<file path="src/rtl/mcodp_pkg.sv">
// ----------------------------------------------------------------------------
// mcodp_pkg
// Shared constants and controller/datapath interface types for the
// matrix chain order block.
// ----------------------------------------------------------------------------
package mcodp_pkg;

    localparam int MAX_MATRICES_DEF = 8;
    localparam int DIM_BITS_DEF     = 12;

    // fixed result field widths
    localparam int IDX_W      = 4;
    localparam int SPLIT_W    = 4;
    localparam int COST_W     = 40;
    localparam int OUT_DATA_W = 56;

    localparam logic [COST_W-1:0] COST_MAX = {COST_W{1'b1}};

    // controller to datapath
    typedef struct packed {
        logic             valid;     // split candidate issued this cycle
        logic             first;     // k equals i
        logic             last;      // k equals j-1
        logic [IDX_W-1:0] i;
        logic [IDX_W-1:0] k;
        logic [IDX_W-1:0] j;
        logic             dim_we;
        logic [IDX_W-1:0] dim_waddr;
        logic             out_load;
        logic             out_zero;  // cost and split forced to zero
        logic             out_err;
        logic             out_last;
        logic [IDX_W-1:0] out_row;
        logic [IDX_W-1:0] out_col;
    } t_dp_cmd;

    // datapath to controller
    typedef struct packed {
        logic busy;      // candidates still in the pipeline
        logic out_free;  // output register can take an item
    } t_dp_stat;

endpackage

</file>
<file path="src/rtl/mcodp_ctrl.sv">
// ----------------------------------------------------------------------------
// mcodp_ctrl
// Sequencer: loads dimensions, walks diagonals/pairs/splits for the
// table fill, then walks the pairs in row order to emit results.
// ----------------------------------------------------------------------------
module mcodp_ctrl #(
    parameter int MAX_MATRICES = mcodp_pkg::MAX_MATRICES_DEF
) (
    input  logic                i_clk,
    input  logic                i_rst_n,
    input  logic                i_s_tvalid,
    input  logic                i_s_tlast,
    output logic                o_s_tready,
    input  mcodp_pkg::t_dp_stat i_stat,
    output mcodp_pkg::t_dp_cmd  o_cmd
);

    localparam int IW          = mcodp_pkg::IDX_W;
    localparam int STORE_DEPTH = MAX_MATRICES + 1;
    localparam int COUNT_SAT   = MAX_MATRICES + 2;
    localparam int CW          = $clog2(COUNT_SAT + 1);

    typedef enum logic [6:0] {
        S_IDLE     = 7'b0000001,
        S_COMP     = 7'b0000010,
        S_DRAIN    = 7'b0000100,
        S_OUT_RD   = 7'b0001000,
        S_OUT_LD   = 7'b0010000,
        S_EMIT_ERR = 7'b0100000,
        S_EMIT_ONE = 7'b1000000
    } t_state;

    t_state         r_state, n_state;
    logic [CW-1:0]  r_count, n_count;
    logic [IW-1:0]  r_n, n_n;
    logic [IW-1:0]  r_d, n_d;
    logic [IW-1:0]  r_i, n_i;
    logic [IW-1:0]  r_j, n_j;
    logic [IW-1:0]  r_k, n_k;

    always_ff @(posedge i_clk) begin
        if (!i_rst_n) begin
            r_state <= S_IDLE;
            r_count <= '0;
        end else begin
            r_state <= n_state;
            r_count <= n_count;
        end
        r_n <= n_n;
        r_d <= n_d;
        r_i <= n_i;
        r_j <= n_j;
        r_k <= n_k;
    end

    assign o_s_tready = (r_state == S_IDLE);

    always_comb begin
        n_state = r_state;
        n_count = r_count;
        n_n     = r_n;
        n_d     = r_d;
        n_i     = r_i;
        n_j     = r_j;
        n_k     = r_k;
        o_cmd   = '0;
        o_cmd.i = r_i;
        o_cmd.j = r_j;
        o_cmd.k = r_k;
        o_cmd.dim_waddr = IW'(r_count);

        case (r_state)
            S_IDLE: begin
                if (i_s_tvalid) begin
                    o_cmd.dim_we = (r_count < CW'(STORE_DEPTH));
                    if (!i_s_tlast) begin
                        if (r_count < CW'(COUNT_SAT)) begin
                            n_count = r_count + CW'(1);
                        end
                    end else begin
                        n_count = '0;
                        if (r_count == '0 || r_count >= CW'(STORE_DEPTH)) begin
                            n_state = S_EMIT_ERR;
                        end else if (r_count == CW'(1)) begin
                            n_state = S_EMIT_ONE;
                        end else begin
                            n_n     = IW'(r_count);
                            n_d     = IW'(1);
                            n_i     = IW'(1);
                            n_j     = IW'(2);
                            n_k     = IW'(1);
                            n_state = S_COMP;
                        end
                    end
                end
            end

            // one split candidate per cycle; pairs of one diagonal run back to back
            S_COMP: begin
                o_cmd.valid = 1'b1;
                o_cmd.first = (r_k == r_i);
                o_cmd.last  = (r_k == r_j - IW'(1));
                if (r_k == r_j - IW'(1)) begin
                    if (r_j == r_n) begin
                        n_state = S_DRAIN;
                    end else begin
                        n_i = r_i + IW'(1);
                        n_j = r_j + IW'(1);
                        n_k = r_i + IW'(1);
                    end
                end else begin
                    n_k = r_k + IW'(1);
                end
            end

            // next diagonal reads what this one writes
            S_DRAIN: begin
                if (!i_stat.busy) begin
                    if (r_d == r_n - IW'(1)) begin
                        n_i     = IW'(1);
                        n_j     = IW'(2);
                        n_state = S_OUT_RD;
                    end else begin
                        n_d     = r_d + IW'(1);
                        n_i     = IW'(1);
                        n_j     = r_d + IW'(2);
                        n_k     = IW'(1);
                        n_state = S_COMP;
                    end
                end
            end

            S_OUT_RD: begin
                o_cmd.k = r_j;
                n_state = S_OUT_LD;
            end

            S_OUT_LD: begin
                o_cmd.k       = r_j;
                o_cmd.out_row = r_i;
                o_cmd.out_col = r_j;
                o_cmd.out_last = (r_i == r_n - IW'(1)) && (r_j == r_n);
                if (i_stat.out_free) begin
                    o_cmd.out_load = 1'b1;
                    if (r_j == r_n) begin
                        if (r_i == r_n - IW'(1)) begin
                            n_state = S_IDLE;
                        end else begin
                            n_i     = r_i + IW'(1);
                            n_j     = r_i + IW'(2);
                            n_state = S_OUT_RD;
                        end
                    end else begin
                        n_j     = r_j + IW'(1);
                        n_state = S_OUT_RD;
                    end
                end
            end

            S_EMIT_ERR: begin
                o_cmd.out_zero = 1'b1;
                o_cmd.out_err  = 1'b1;
                o_cmd.out_last = 1'b1;
                if (i_stat.out_free) begin
                    o_cmd.out_load = 1'b1;
                    n_state        = S_IDLE;
                end
            end

            S_EMIT_ONE: begin
                o_cmd.out_zero = 1'b1;
                o_cmd.out_last = 1'b1;
                o_cmd.out_row  = IW'(1);
                o_cmd.out_col  = IW'(1);
                if (i_stat.out_free) begin
                    o_cmd.out_load = 1'b1;
                    n_state        = S_IDLE;
                end
            end

            default: begin
                n_state = S_IDLE;
            end
        endcase
    end

endmodule

</file>
<file path="config.mk">
export PLATFORM = sky130hd
export DESIGN_NAME = mcodp_ctrl
export DESIGN_NICKNAME = d
export VERILOG_FILES = /design/src/rtl/mcodp_pkg.sv /design/src/rtl/mcodp_ctrl.sv
export SDC_FILE = /design/constraint.sdc
export NUM_CORES = 1
export LEC_CHECK = 0
export ABC_CLOCK_PERIOD_IN_PS = 3200
export BUFFER_PORTS_ARGS = -buffer_cell sky130_fd_sc_hd__clkbuf_2
export CORE_ASPECT_RATIO = 1.4
export CORE_MARGIN = 2
export CORE_UTILIZATION = 31
export CTS_BUF_LIST = sky130_fd_sc_hd__clkbuf_8 sky130_fd_sc_hd__clkbuf_16
export DETAILED_ROUTE_END_ITERATION = 16
export SYNTH_ARGS = -nofsm -noshare
export SYNTH_HDL_FRONTEND = slang
export SYNTH_SLANG_ARGS = --single-unit
</file>
<file path="constraint.sdc">
create_clock -name i_clk -period 3.2 [get_ports i_clk]
set_input_delay 0.16 -clock i_clk [delete_from_list [all_inputs] [get_ports i_clk]]
set_output_delay 0.16 -clock i_clk [all_outputs]
set_load 0.01 [all_outputs]
</file>
==> reports/results.txt <==
Status: finished clean
Layout Cells excl Fill: 391
Worst slew pin tran: 0.6862 ns
Critical path class: register to register
DR pass1 iterations: 4
Setup TNS: 0 ns
Final hold violations: 0
Fin Clk Skew: 0.005206 ns
Max clock buf depth: 2
Setup bufs post-CTS: 0
CP max stage delay: 0.60 ns
Pre-CTS setup slack: 0.7163 ns
Initial DRC count: 117
Number of synthesized register bits: 31
Detailed Place HPWL: 4.724 mm
Gp weighted congestion: 0.8304
CTS resizes: 0
TritonCTS clock tree: built
Crit path cell chain: inv_1 > ha_1 > xnor2_1 > nor3_4 > nand3_2 > o22ai_1 > a211oi_1
Via count: 1992
Nets: 308
Sw Pwr: 0.8267 mW
Mapped cell area: 0.002402 mm^2
RSZ-0062 raised after global routing: false
CP Capture Type: register
WL per Instance: 15.27 um
Maximum VDD drop: 217.1 uV
Htree depth: 2
Power Density: 702.1 mW/mm^2
Die X-Extent: 78.40 um
Relative slew slack: 53.61%
Final worst slack: 0.6819 ns
Comb pwr share: 46.8%
CTS clk-pin slew, worst paths: 0.07 ns
Starting Density: 31.38%
I/O Buffers: 38
Minimum clock period: 2.518 ns
CTS root buf: clkbuf_8
Ys flop type: edfxtp_1
Residual DRC count: 0
Dpl cells: 384
Critical Path RT: 3.12 ns
Clock Latency Late Sink: 0.29 ns
N_diodes: 0
Rows: 38
Max-slew violation count: 0
Reg2Reg Setup Slack: 0.68 ns
Net switching fraction of the power: 43.09%
Final wirelength: 5.969 mm
Clock Power Share: 15.0%
Largest net degree at the start of global routing: 11
First-pass GRT wire length: 9.756 mm
Hold Path Class: primary input to register
Die H: 108.2 um
Startpoint types: register
Area grow syn2layout: 13.75%
Synth top area cells: edfxtp_1 (25%), dfxtp_1 (9.2%), xnor2_1 (6.9%)
Post-route ant nets: 0
Core area: 0.007655 mm^2
CTS Buf Count: 5
Synth unique cells: 56
Fmax: 397.1 MHz
YS warnings: 0
Layout cell share with drive strength beyond 1: 20.62%
Mapped Avg Cell Area: 9.275 um^2
Lkg Pwr: 1.141 nW
Fin crit share: 78.69%
Vias in the first global route: 1905
Final setup vio count: 0
GRT Residual Overflow: 0
Area leader, netlist: edfxtp_1
Slowest stage cell, crit path: edfxtp_1
Total of max-cap violations: 0
Share of power burned in registers: 38.2%
Ys async rst share: 0%
Ports: 39
Syn Nets: 276
Power Internal: 1.092 mW
CP Max Fanout: 10
Worst EP arrival: 2.44 ns
Post-synth EDFFs: 20
Hold_ws: 0.2052 ns
Initial antenna violation count: 0
Die area: 0.008480 mm^2
CTS Hold Bufs: 0
Mapped Cells: 259
Clk sinks: 31
Sequential-to-total area share from yosys stat: 34.17%
Share of the synthesized area in the top cell type: 25.00%
GRT Util Overall: 14.79%
DR vias/cell: 5.095
[cells in the final DEF, fill, tap and decap left out, types with 3 or more instances in the layout]
cell type,instances
mux2i_1,4
a211oi_1,4
and4_1,3
nand3_1,6
dfxtp_1,11
inv_1,15
xor2_1,14
mux2_2,5
nand2b_1,5
nor3_1,7
edfxtp_1,20
nand4_1,5
and3_1,5
ha_1,11
o31ai_1,3
nand2_1,20
a21oi_1,13
clkbuf_8,5
and2_1,10
xnor2_1,19
nor2_1,22
nor2b_1,4
clkbuf_2,38
[Yosys cell counts (4+ instances only)]
library cell and n:
a211oi_1 4, a21oi_1 13, and2_1 10, and3_1 5, buf_2 4, clkbuf_1 6
dfxtp_1 11, edfxtp_1 20, ha_1 11, inv_1 15, mux2_2 5, mux2i_1 4
nand2_1 20, nand2b_1 5, nand3_1 6, nand4_1 5, nor2_1 22, nor2b_1 4
nor3_1 7, xnor2_1 19, xor2_1 14
[sequential cells by signal, indices dropped and copies added (netlist names)]
name     count
r_i          4
r_j          4
r_count      4
r_d          4
r_k          4
r_state      7
r_n          4
[power groups by stage]
stage,Combinational (mW),Sequential (mW),Clock (mW)
finish,0.899,0.732,0.287
global route,1.00,0.755,0.312
CTS,0.908,0.733,0.298
detailed placement,0.900,0.742,0
global placement,0.894,0.739,0
floorplan,0.728,0.664,0
[final timing paths]
check,startpoint,to,cells past startpoint
worst max-delay path,r_j[0]$_DFFE_PP_,r_k[3]$_SDFFCE_PN0P_,7
worst min register to register,r_count[1]$_SDFFE_PN0P_,r_n[1]$_DFFE_PP_,0
worst max register to register,r_j[0]$_DFFE_PP_,r_k[3]$_SDFFCE_PN0P_,7
worst min-delay path,i_s_tvalid,r_count[3]$_SDFFE_PN0P_,3
[cells by family after synthesis]
family | after synthesis | synth area share, %
AO/OA/AOI/OAI | 39 | 11.67
XOR/XNOR | 36 | 14.90
adder cells (fa/ha/maj) | 11 | 5.729
buffers and inverters | 30 | 5.416
flip-flops | 31 | 34.17
multiplexers | 9 | 4.010
AND/OR/NAND/NOR | 103 | 24.12
[metrics by stage]
step / total power, mW / util (%) / instance area [um^2]
after floorplan: 1.392 / - / 2402
after global placement: 1.633 / 34.68 / 2655
after detailed placement: 1.642 / 34.68 / 2655
after CTS: 1.939 / 35.70 / 2733
after global routing: 2.069 / 35.70 / 2733
final: 1.919 / 35.70 / 2733
[cell type report]
cell class | instances | area, um^2
fillers | 789 | 4922
multi-input cells | 198 | 1451
flip-flops and latches | 31 | 820.8
repair buffers | 39 | 197.7
well taps | 100 | 125.1
clock buffers | 5 | 68.82
inverters | 16 | 60.06
clock inverters | 2 | 8.758
[critical path: cells and delay by family (launching register included)]
kind,cells,cell delay (ns)
and+or+nand+nor,2,0.23
AOI/OAI and AO/OA,2,0.64
xor gates and xnor gates,1,0.26
DFF,1,0.60
adders and majority gates,1,0.34
buffers and inverters,1,0.08
[metal layers]
metal  vias to the layer above  GRT usage [%]  share of wire [%]
li1                        982              -                  -
met1                       933          16.98                 43
met2                        63          26.17                 50
met3                        14          3.172                4.4
met4                         0          6.767                2.8
met5                         -              0                  0
No activity file was read; power rests on OpenSTA's default activity.
